$ cat src/rtl/block_average_mosaic_macros.svh
`ifndef BLOCK_AVERAGE_MOSAIC_MACROS_SVH
`define BLOCK_AVERAGE_MOSAIC_MACROS_SVH

// same-cycle implication, checked outside reset
`define BAM_ASSERT_IMP(label, clk, rst_n, ante, cons) \
  label: assert property (@(posedge clk) disable iff (!rst_n) (ante) |-> (cons)) \
    else $error("bam assertion failed");

// next-cycle implication, checked outside reset
`define BAM_ASSERT_NEXT(label, clk, rst_n, ante, cons) \
  label: assert property (@(posedge clk) disable iff (!rst_n) (ante) |=> (cons)) \
    else $error("bam assertion failed");

`endif

$ cat src/rtl/bam_pkg.sv
package bam_pkg;

  localparam int MAX_WIDTH_DFLT = 4096;
  localparam int MAX_CELL_DFLT  = 64;
  localparam int MAX_HEIGHT     = 4096;
  localparam int MIN_CELL       = 2;
  localparam int NCH            = 3;

  localparam int POS_W   = 12;
  localparam int SIZE_W  = 13;
  localparam int CS_W    = 7;
  localparam int PIX_W   = 8;
  localparam int AVG_W   = 8;
  localparam int ROW_W   = $clog2(MAX_HEIGHT);

  localparam int REG_NUM = 5;
  localparam int PA_W    = $clog2(4 * REG_NUM);
  localparam int IDX_W   = PA_W - 2;
  localparam int DATA_W  = 32;

  localparam logic [POS_W-1:0]  AREA_LEFT_RST   = '0;
  localparam logic [POS_W-1:0]  AREA_TOP_RST    = '0;
  localparam logic [SIZE_W-1:0] AREA_WIDTH_RST  = SIZE_W'(1);
  localparam logic [SIZE_W-1:0] AREA_HEIGHT_RST = SIZE_W'(1);
  localparam logic [CS_W-1:0]   CELL_SIZE_RST   = CS_W'(12);

  typedef enum logic [IDX_W-1:0] {
    REG_AREA_LEFT,
    REG_AREA_TOP,
    REG_AREA_WIDTH,
    REG_AREA_HEIGHT,
    REG_CELL_SIZE
  } bam_reg_t;

  typedef struct packed {
    logic [POS_W-1:0]  area_left;
    logic [POS_W-1:0]  area_top;
    logic [SIZE_W-1:0] area_width;
    logic [SIZE_W-1:0] area_height;
    logic [CS_W-1:0]   cell_size;
  } bam_cfg_t;

  typedef struct packed {
    logic [PIX_W-1:0] red_in;
    logic [PIX_W-1:0] green_in;
    logic [PIX_W-1:0] blue_in;
  } bam_in_t;

  typedef struct packed {
    logic [POS_W-1:0] cell_x;
    logic [POS_W-1:0] cell_y;
    logic [CS_W-1:0]  cell_w;
    logic [CS_W-1:0]  cell_h;
    logic [AVG_W-1:0] avg_red;
    logic [AVG_W-1:0] avg_green;
    logic [AVG_W-1:0] avg_blue;
    logic             last_cell;
  } bam_out_t;

  typedef struct packed {
    logic capture;
    logic update;
    logic div_step;
    logic out_load;
  } bam_cmd_t;

  typedef struct packed {
    logic cell_done;
    logic div_last;
    logic out_free;
  } bam_sts_t;

endpackage

$ cat src/rtl/bam_ctrl.sv
`include "block_average_mosaic_macros.svh"

module bam_ctrl import bam_pkg::*; (
  input  logic     clk,
  input  logic     rst_n,
  input  logic     in_valid,
  output logic     in_stall,
  output bam_cmd_t cmd,
  input  bam_sts_t sts
);

  typedef enum logic [1:0] {
    S_IDLE,
    S_ADD,
    S_DIV,
    S_HOLD
  } state_t;

  state_t state_r, state_nxt;
  logic   in_stall_r;

  always_comb begin
    state_nxt = state_r;
    cmd       = '0;
    unique case (state_r)
      S_IDLE: begin
        if (in_valid) begin
          cmd.capture = 1'b1;
          state_nxt   = S_ADD;
        end
      end
      S_ADD: begin
        cmd.update = 1'b1;
        state_nxt  = sts.cell_done ? S_DIV : S_IDLE;
      end
      S_DIV: begin
        cmd.div_step = 1'b1;
        if (sts.div_last) state_nxt = S_HOLD;
      end
      S_HOLD: begin
        if (sts.out_free) begin
          cmd.out_load = 1'b1;
          state_nxt    = S_IDLE;
        end
      end
    endcase
  end

  always_ff @(posedge clk) begin
    if (!rst_n) begin
      state_r    <= S_IDLE;
      in_stall_r <= 1'b0;
    end else begin
      state_r    <= state_nxt;
      in_stall_r <= (state_nxt != S_IDLE);
    end
  end

  assign in_stall = in_stall_r;

  `BAM_ASSERT_IMP(a_stall_matches_state, clk, rst_n, 1'b1, in_stall == (state_r != S_IDLE))
  `BAM_ASSERT_IMP(a_cmd_onehot, clk, rst_n, 1'b1,
                  $onehot0({cmd.capture, cmd.update, cmd.div_step, cmd.out_load}))
  `BAM_ASSERT_NEXT(a_word_blocks_next, clk, rst_n, in_valid && !in_stall, in_stall)

endmodule

$ cat config.mk
export PLATFORM = sky130hd
export DESIGN_NAME = bam_ctrl
export DESIGN_NICKNAME = d
export VERILOG_FILES = /design/src/rtl/bam_pkg.sv /design/src/rtl/bam_ctrl.sv
export VERILOG_INCLUDE_DIRS = /design/src /design/src/rtl
export SDC_FILE = /design/constraint.sdc
export NUM_CORES = 1
export LEC_CHECK = 0
export BUFFER_PORTS_ARGS = -buffer_cell sky130_fd_sc_hd__clkbuf_2
export CAP_MARGIN = 20
export CORE_AREA = 2 2 39 41
export CTS_CLUSTER_DIAMETER = 30
export DETAILED_ROUTE_END_ITERATION = 16
export DIE_AREA = 0 0 41 43
export SLEW_MARGIN = 30
export SYNTH_ARGS = -nofsm -noshare
export SYNTH_HDL_FRONTEND = slang
export SYNTH_SLANG_ARGS = --single-unit
$ cat constraint.sdc
create_clock -name clk -period 1.1 [get_ports clk]
set_clock_uncertainty 0.1 [all_clocks]
set_input_delay 0.11 -clock clk [delete_from_list [all_inputs] [get_ports clk]]
set_output_delay 0.11 -clock clk [all_outputs]
set_load 0.03 [all_outputs]
==> run metrics <==
gate count after technology mapping 17; period utilization 1.12; Routed wire per std cell 7.13 µm; Worst-Margin Slew 0.216 ns; CTS max path bufs 2; PwrDens around 1400 nW/µm²; n_diodes 0; vias in the first global route 162; PortBufs 10; die area 1760 µm²; Final Cell Area 308 µm²; Synth area leaders dfxtp_1, nor2b_1, a21boi_2; CP endpoint kind output pin; Crit path max-delay family flip-flops; final WL 342 µm; Post-Syn Area about 160 µm²; Startpoint Class flip-flop; final hold vios 0; sequential cell area fraction in the yosys report 0.381; Synth Area per Inst 9.27 µm²; H-tree lvl count 1; total CTS buffers 3; Nets 39; Setup WS post-layout -0.129 ns; WHS 0.0177 ns; Setup Buffers After CTS 0; Max-slew headroom 0.854; critical path type reg -> out; worst hold path type in -> reg; root buffer cell clkbuf_4; top cell type's share of synthesized area 0.381; Die X 41 µm; drt pass-1 iters 2; CP Max Fanout 5; fill cell count 159; CTS sink cnt 3; final count of pins violating max slew 0; initial antenna violation count 0; worst stage delay on the critical path ~0.35 ns; chip height 43 µm; crit path buf inv count 2; std cell rows 14; clock tree from TritonCTS built; placed cell area between 200 and 250 µm²; Initial DRC Count 1; fin util 0.222; vias per inst 3.58; sequence of cells on the critical path buf_6 -> and2b_2 -> buf_8; setup TNS -0.375 ns; DR vias around 170; largest net degree at the start of global routing 9; Synth cell types 14; Initial Util 0.114; I/O pin count 11; Req. time, crit path 0.89 ns; core area roughly 1400 µm²; RSZ-0062 raised after global routing true; post-route ant nets 0; FF-to-FF setup slack 0.05 ns; MaxCap Viol Count 0; min Tclk post-route 1.23 ns; Finish-stage setup viols 4; count leader, synth dfxtp_1; Post-Syn Nets 23; fin cells 48; Worst-path clk slew 0.03 ns; number of synthesized register bits 3; Most used DFF post-synth dfxtp_1; global-route wire length before repair 579 µm; Worst EP arrival 1.02 ns; Synth async-reset ratio 0; grt total ovfl 0; number of cells after detailed placement 44; Placer Congestion 0.549; synth-to-layout area growth 95.2%; leakage dissipation 0.145 nW; fmax 814 MHz; DRC Markers 0; synth warn 0; top post-synthesis cells by count dfxtp_1, nor2b_1; worst vdd ir 0.000251 V; fraction of layout cells with a size suffix above 1 0.625; area leader, netlist dfxtp_1; GRT Total Usage 0.0553; Post-synth EDFFs 0; Critical-path top delay cell dfxtp_4; hold buffer count at CTS 0; Clock Latency Late Sink ~0.23 ns; status complete, but fails checks; failing checks negative setup slack
==> sequential cells by signal, summed over array words and instances, names as in the netlist <==
| signal | count |
|---|---|
| in_stall | 1 |
| state_r | 2 |
==> final timing paths <==
check	start	end	cells past startpoint
min	rst_n	state_r[1]	2
min reg2reg	state_r[1]	state_r[0]	2
max reg2reg	state_r[0]	in_stall	3
max	state_r[1]	cmd[2]	3
==> final cells by class <==
| type | count | area (µm²) | share of cell area |
|---|---|---|---|
| tap | 16 | 20.0 | 0.0650 |
| multi-input combinational | 14 | 100 | 0.325 |
| sequential | 3 | 67.6 | 0.220 |
| clock buffer | 4 | 26.3 | 0.0854 |
| timing repair buffer | 11 | 93.8 | 0.305 |
==> cells by family (layout without fill, tap and decap cells) <==
logic type             after synthesis  after routing  synth area share
buffers and inverters                0             15                 0
AO/OA/AOI/OAI                        5              5             0.246
flip-flops                           3              3             0.381
AND/OR/NAND/NOR                      9              9             0.373
==> routing by layer <==
layer,track usage,vias to the layer above,share of wire
li1,-,88,-
met1,0.0484,78,0.38
met2,0.0688,6,0.52
met3,0.0471,0,0.096
met4,0.0600,0,0
met5,0,-,0
==> stage by stage <==
step | worst slack [ns] | total power [mW]
2_1_floorplan | 0.0460 | 0.182
3_5_place_dp | -0.0156 | 0.212
3_3_place_gp | -0.00783 | 0.212
4_1_cts | -0.157 | 0.428
5_1_grt | -0.176 | 0.452
6_report | -0.129 | 0.418
==> power by group <==
part           total [mW]  internal [mW]  leakage [nW]  switching [mW]
clock network       0.190          0.136        0.0150          0.0541
logic               0.101         0.0512         0.103          0.0496
registers           0.128          0.119        0.0262         0.00915
==> layout by cell type (no fill, tap or decap) <==
master    n
o21a_1    1
buf_4     1
and3b_1   1
clkbuf_4  3
clkbuf_2  6
buf_6     1
and3_2    1
or2_1     1
o21ai_0   1
nor2b_1   1
clkbuf_1  1
a21boi_0  1
buf_8     3
nor2_1    1
and2b_2   1
a21boi_2  1
o21bai_1  1
nor2b_2   1
and2b_1   1
nand2_1   1
dfxtp_4   2
dfxtp_1   1
==> timing repair <==
| action | CTS | global route |
|---|---|---|
| gates cloned | 0 | 0 |
| resized for setup | 11 | 6 |
| setup endpoints to repair | 5 | 5 |
Power figures use the tool's default switching activity.
