[src/rtl/block_average_mosaic_macros.svh]
`ifndef BLOCK_AVERAGE_MOSAIC_MACROS_SVH
`define BLOCK_AVERAGE_MOSAIC_MACROS_SVH

// same-cycle implication, checked outside reset
`define BAM_ASSERT_IMP(label, clk, rst_n, ante, cons) \
  label: assert property (@(posedge clk) disable iff (!rst_n) (ante) |-> (cons)) \
    else $error("bam assertion failed");

// next-cycle implication, checked outside reset
`define BAM_ASSERT_NEXT(label, clk, rst_n, ante, cons) \
  label: assert property (@(posedge clk) disable iff (!rst_n) (ante) |=> (cons)) \
    else $error("bam assertion failed");

`endif

[src/rtl/bam_pkg.sv]
package bam_pkg;

  localparam int MAX_WIDTH_DFLT = 4096;
  localparam int MAX_CELL_DFLT  = 64;
  localparam int MAX_HEIGHT     = 4096;
  localparam int MIN_CELL       = 2;
  localparam int NCH            = 3;

  localparam int POS_W   = 12;
  localparam int SIZE_W  = 13;
  localparam int CS_W    = 7;
  localparam int PIX_W   = 8;
  localparam int AVG_W   = 8;
  localparam int ROW_W   = $clog2(MAX_HEIGHT);

  localparam int REG_NUM = 5;
  localparam int PA_W    = $clog2(4 * REG_NUM);
  localparam int IDX_W   = PA_W - 2;
  localparam int DATA_W  = 32;

  localparam logic [POS_W-1:0]  AREA_LEFT_RST   = '0;
  localparam logic [POS_W-1:0]  AREA_TOP_RST    = '0;
  localparam logic [SIZE_W-1:0] AREA_WIDTH_RST  = SIZE_W'(1);
  localparam logic [SIZE_W-1:0] AREA_HEIGHT_RST = SIZE_W'(1);
  localparam logic [CS_W-1:0]   CELL_SIZE_RST   = CS_W'(12);

  typedef enum logic [IDX_W-1:0] {
    REG_AREA_LEFT,
    REG_AREA_TOP,
    REG_AREA_WIDTH,
    REG_AREA_HEIGHT,
    REG_CELL_SIZE
  } bam_reg_t;

  typedef struct packed {
    logic [POS_W-1:0]  area_left;
    logic [POS_W-1:0]  area_top;
    logic [SIZE_W-1:0] area_width;
    logic [SIZE_W-1:0] area_height;
    logic [CS_W-1:0]   cell_size;
  } bam_cfg_t;

  typedef struct packed {
    logic [PIX_W-1:0] red_in;
    logic [PIX_W-1:0] green_in;
    logic [PIX_W-1:0] blue_in;
  } bam_in_t;

  typedef struct packed {
    logic [POS_W-1:0] cell_x;
    logic [POS_W-1:0] cell_y;
    logic [CS_W-1:0]  cell_w;
    logic [CS_W-1:0]  cell_h;
    logic [AVG_W-1:0] avg_red;
    logic [AVG_W-1:0] avg_green;
    logic [AVG_W-1:0] avg_blue;
    logic             last_cell;
  } bam_out_t;

  typedef struct packed {
    logic capture;
    logic update;
    logic div_step;
    logic out_load;
  } bam_cmd_t;

  typedef struct packed {
    logic cell_done;
    logic div_last;
    logic out_free;
  } bam_sts_t;

endpackage

[src/rtl/bam_regs.sv]
module bam_regs import bam_pkg::*; (
  input  logic              clk,
  input  logic              rst_n,
  input  logic              psel,
  input  logic              penable,
  input  logic              pwrite,
  input  logic [PA_W-1:0]   paddr,
  input  logic [DATA_W-1:0] pwdata,
  output logic [DATA_W-1:0] prdata,
  output logic              pready,
  output bam_cfg_t          cfg,
  output logic              pos_clear
);

  bam_cfg_t cfg_r;
  bam_reg_t reg_idx;
  logic     wr_en;
  logic     idx_ok;

  assign reg_idx = bam_reg_t'(paddr[PA_W-1:2]);
  assign wr_en   = psel & penable & pwrite;
  assign pready  = 1'b1;
  assign cfg     = cfg_r;

  always_comb begin
    unique case (reg_idx)
      REG_AREA_LEFT, REG_AREA_TOP, REG_AREA_WIDTH,
      REG_AREA_HEIGHT, REG_CELL_SIZE: idx_ok = 1'b1;
      default: idx_ok = 1'b0;
    endcase
  end

  assign pos_clear = wr_en & idx_ok;

  always_ff @(posedge clk) begin
    if (!rst_n) begin
      cfg_r.area_left   <= AREA_LEFT_RST;
      cfg_r.area_top    <= AREA_TOP_RST;
      cfg_r.area_width  <= AREA_WIDTH_RST;
      cfg_r.area_height <= AREA_HEIGHT_RST;
      cfg_r.cell_size   <= CELL_SIZE_RST;
    end else if (wr_en) begin
      unique case (reg_idx)
        REG_AREA_LEFT:   cfg_r.area_left   <= pwdata[POS_W-1:0];
        REG_AREA_TOP:    cfg_r.area_top    <= pwdata[POS_W-1:0];
        REG_AREA_WIDTH:  cfg_r.area_width  <= pwdata[SIZE_W-1:0];
        REG_AREA_HEIGHT: cfg_r.area_height <= pwdata[SIZE_W-1:0];
        REG_CELL_SIZE:   cfg_r.cell_size   <= pwdata[CS_W-1:0];
        default: ;
      endcase
    end
  end

  always_comb begin
    unique case (reg_idx)
      REG_AREA_LEFT:   prdata = DATA_W'(cfg_r.area_left);
      REG_AREA_TOP:    prdata = DATA_W'(cfg_r.area_top);
      REG_AREA_WIDTH:  prdata = DATA_W'(cfg_r.area_width);
      REG_AREA_HEIGHT: prdata = DATA_W'(cfg_r.area_height);
      REG_CELL_SIZE:   prdata = DATA_W'(cfg_r.cell_size);
      default:         prdata = '0;
    endcase
  end

endmodule

[config.mk]
export PLATFORM = sky130hd
export DESIGN_NAME = bam_regs
export DESIGN_NICKNAME = d
export VERILOG_FILES = /design/src/rtl/block_average_mosaic_macros.svh /design/src/rtl/bam_pkg.sv /design/src/rtl/bam_regs.sv
export SDC_FILE = /design/constraint.sdc
export NUM_CORES = 1
export LEC_CHECK = 0
export BUFFER_PORTS_ARGS = -buffer_cell sky130_fd_sc_hd__buf_2
export CAP_MARGIN = 20
export CORE_ASPECT_RATIO = 1.75
export CORE_UTILIZATION = 45
export DETAILED_ROUTE_END_ITERATION = 16
export PLACE_DENSITY = 0.74
export SLEW_MARGIN = 20
export SYNTH_ARGS = -nofsm -noshare
export SYNTH_HDL_FRONTEND = slang
export SYNTH_SLANG_ARGS = --single-unit
[constraint.sdc]
create_clock -name clk -period 6.71 [get_ports clk]
set_input_delay 2.013 -clock clk [delete_from_list [all_inputs] [get_ports clk]]
set_output_delay 2.013 -clock clk [all_outputs]
set_load 0.1 [all_outputs]
==> metrics.txt <==
Syn Inst Count=285; power share of the combinational group=16.2%; Clock Latency Late Sink=0.33 ns; critical path capture point type=output port; switching pwr=0.244 mW; ant diodes=0; DR DRC count=0; clock network power share=39.5%; P per Cell Area=229 nW/µm²; Critical Setup Path Class=input pin to output port; largest cells by area after synthesis=dfxtp_1 40%, mux2i_1 20%, nand2_1 8.9%; number of synthesized flops with an enable pin=0; synth cell count leaders=67 x nand2_1, 57 x dfxtp_1, 56 x mux2i_1; average cell area after synthesis=9.94 µm²; period utilisation layout=84.6%; fmax=0.176 GHz; routed vias/inst=5.09; number of max-cap violations=0; dpl hpwl=4700 µm; vias=2,292; first-pass GRT wire length=10,500 µm; Layout Skew=0 ns; #FFs+latches synth=57; DRT iter0 DRCs=86; count leader, synth=nand2_1; WL/cell=15.2 µm; HP Class=flip-flop to flip-flop; remaining global-route overflow=0; CTS buffer count=9; CTS tree=built; Leak=1.53 nW; Rows=37; sequential-to-total area share from yosys stat=40.3%; run status=complete, no violations; Routed Antenna Nets=0; biggest area consumer among synthesized cells=dfxtp_1; Bufs on Longest Clock Path=2; setup_tns=0 ns; Pins Over Slew Limit=0; final hold violations=0; pin count of the biggest net entering global routing=39; max FFs per register=57; Area Growth Syn to Fin=19.3%; Power Internal=0.531 mW; crit path launch type=input pin; Final #Nets=409; Ys Warns=0; Routed WL=6820 µm; Slew @ Worst Pin=0.939 ns; Synth Cell Area=2830 µm²; Final min period=5.68 ns; placed instance count=434; ys flop type=dfxtp_1; Yosys cell types=33; RSZ-0062 raised after global routing=no; Reg power frac=44.2%; vias in the first global route=2,162; detailed-router iteration count before antenna repair=4; All-Layer GR Usage=22.1%; cts hold-fix bufs=0; starting density of the core=47.4%; # setup viols final=0; Filler Cells Inserted=546; Final GP Congestion=0.783; Arr. time, crit path=3.66 ns; CTS Root Cell=clkbuf_8; Die X=62.0 µm; Post-Layout Cell Count=450; # Post-CTS Setup Buffers=0; initial antenna violation count=0; I/O pin count=133; Slew headroom=37.3%; sw frac=31.5%; Reg clk slew, reported paths=0.06 ns; Async SR Flop Fraction=0%; clk sinks=57; layout cells sized above 1=32.3%; die area=6630 µm²; CP required=4.70 ns; Synth top area share=40.3%; H-tree depth=3; Die H=107 µm; CP Max Fanout=23; port bufs=91; core region area=5970 µm²; post-CTS resize count=0; Peak VDD IR=0.000164 V
logic make-up after synthesis:
family	synth area share (%)
buffers and inverters	10.0
DFF	40.3
AOI/OAI and AO/OA	5.83
muxes	26.5
and+or+nand+nor	17.0
other	0.265
power groups by stage:
stage	logic (mW)	clock network [mW]	registers (mW)
3_5_place_dp	0.126	0	0.350
6_report	0.126	0.307	0.343
5_1_grt	0.132	0.328	0.343
2_1_floorplan	0.100	0	0.369
4_1_cts	0.126	0.310	0.343
3_3_place_gp	0.126	0	0.350
worst max-delay path, cell delays in order:
cell and delay [ns]:
buf_2 0.53, and2b_1 0.34, a22oi_1 0.11, o22ai_1 0.19, buf_2 0.46
per-stage QoR:
stage	area (µm²)	worst slack, ns	hold slack, ns	utilization (%)	power [mW]
3_5_place_dp	3190	1.02	0.463	53.4	0.477
2_1_floorplan	2900	0.242	0.892	-	0.469
5_1_grt	3380	0.925	0.480	56.6	0.802
4_1_cts	3380	1.02	0.473	56.6	0.779
3_3_place_gp	3190	1.04	0.452	53.4	0.476
6_report	3380	1.03	0.471	56.6	0.775
placed cells by master (no fill, tap or decap), types with 2 or more instances in the layout:
cell	synthesis	layout
mux2i_1	56	56
o211ai_1	2	2
and3_1	3	3
nand2_1	67	67
nand4_1	2	2
buf_2	2	91
nor3_4	2	2
clkbuf_8	0	13
inv_1	2	2
mux2_1	7	7
conb_1	2	20
o22ai_1	7	7
nor2b_1	9	9
dfxtp_1	57	57
mux4_2	5	5
clkinv_2	0	2
a22oi_1	12	12
area by class of cell:
| cell class | count | area (µm²) | share of cell area [%] |
|---|---|---|---|
| repair buffers | 92 | 463 | 13.7 |
| clock inverters | 2 | 10.0 | 0.296 |
| clock buffers | 14 | 183 | 5.40 |
| multi-input cells | 204 | 1480 | 43.6 |
| inverters | 3 | 11.3 | 0.333 |
| flip-flops and latches | 57 | 1140 | 33.8 |
| well taps | 78 | 97.6 | 2.89 |
worst paths after layout:
kind | start | to | slack (ns) | cells after the start
min | cfg[51]$_SDFFE_PN0P_ | cfg[51]$_SDFFE_PN0P_ | 0.47 | 2
max reg2reg | cfg[5]$_SDFFE_PN0P_ | cfg[5]$_SDFFE_PN0P_ | 6.04 | 2
max | paddr[2] | prdata[5] | 1.03 | 5
min reg2reg | cfg[51]$_SDFFE_PN0P_ | cfg[51]$_SDFFE_PN0P_ | 0.47 | 2
metal layers:
metal / vias up / share of wire, % / global-route usage, %
li1: 1115 / - / -
met1: 1072 / 41 / 26.7
met2: 89 / 52 / 34.2
met3: 16 / 4.4 / 6.27
met4: 0 / 2.8 / 11.6
met5: - / 0 / 0
(Power assumes the default switching activity.)
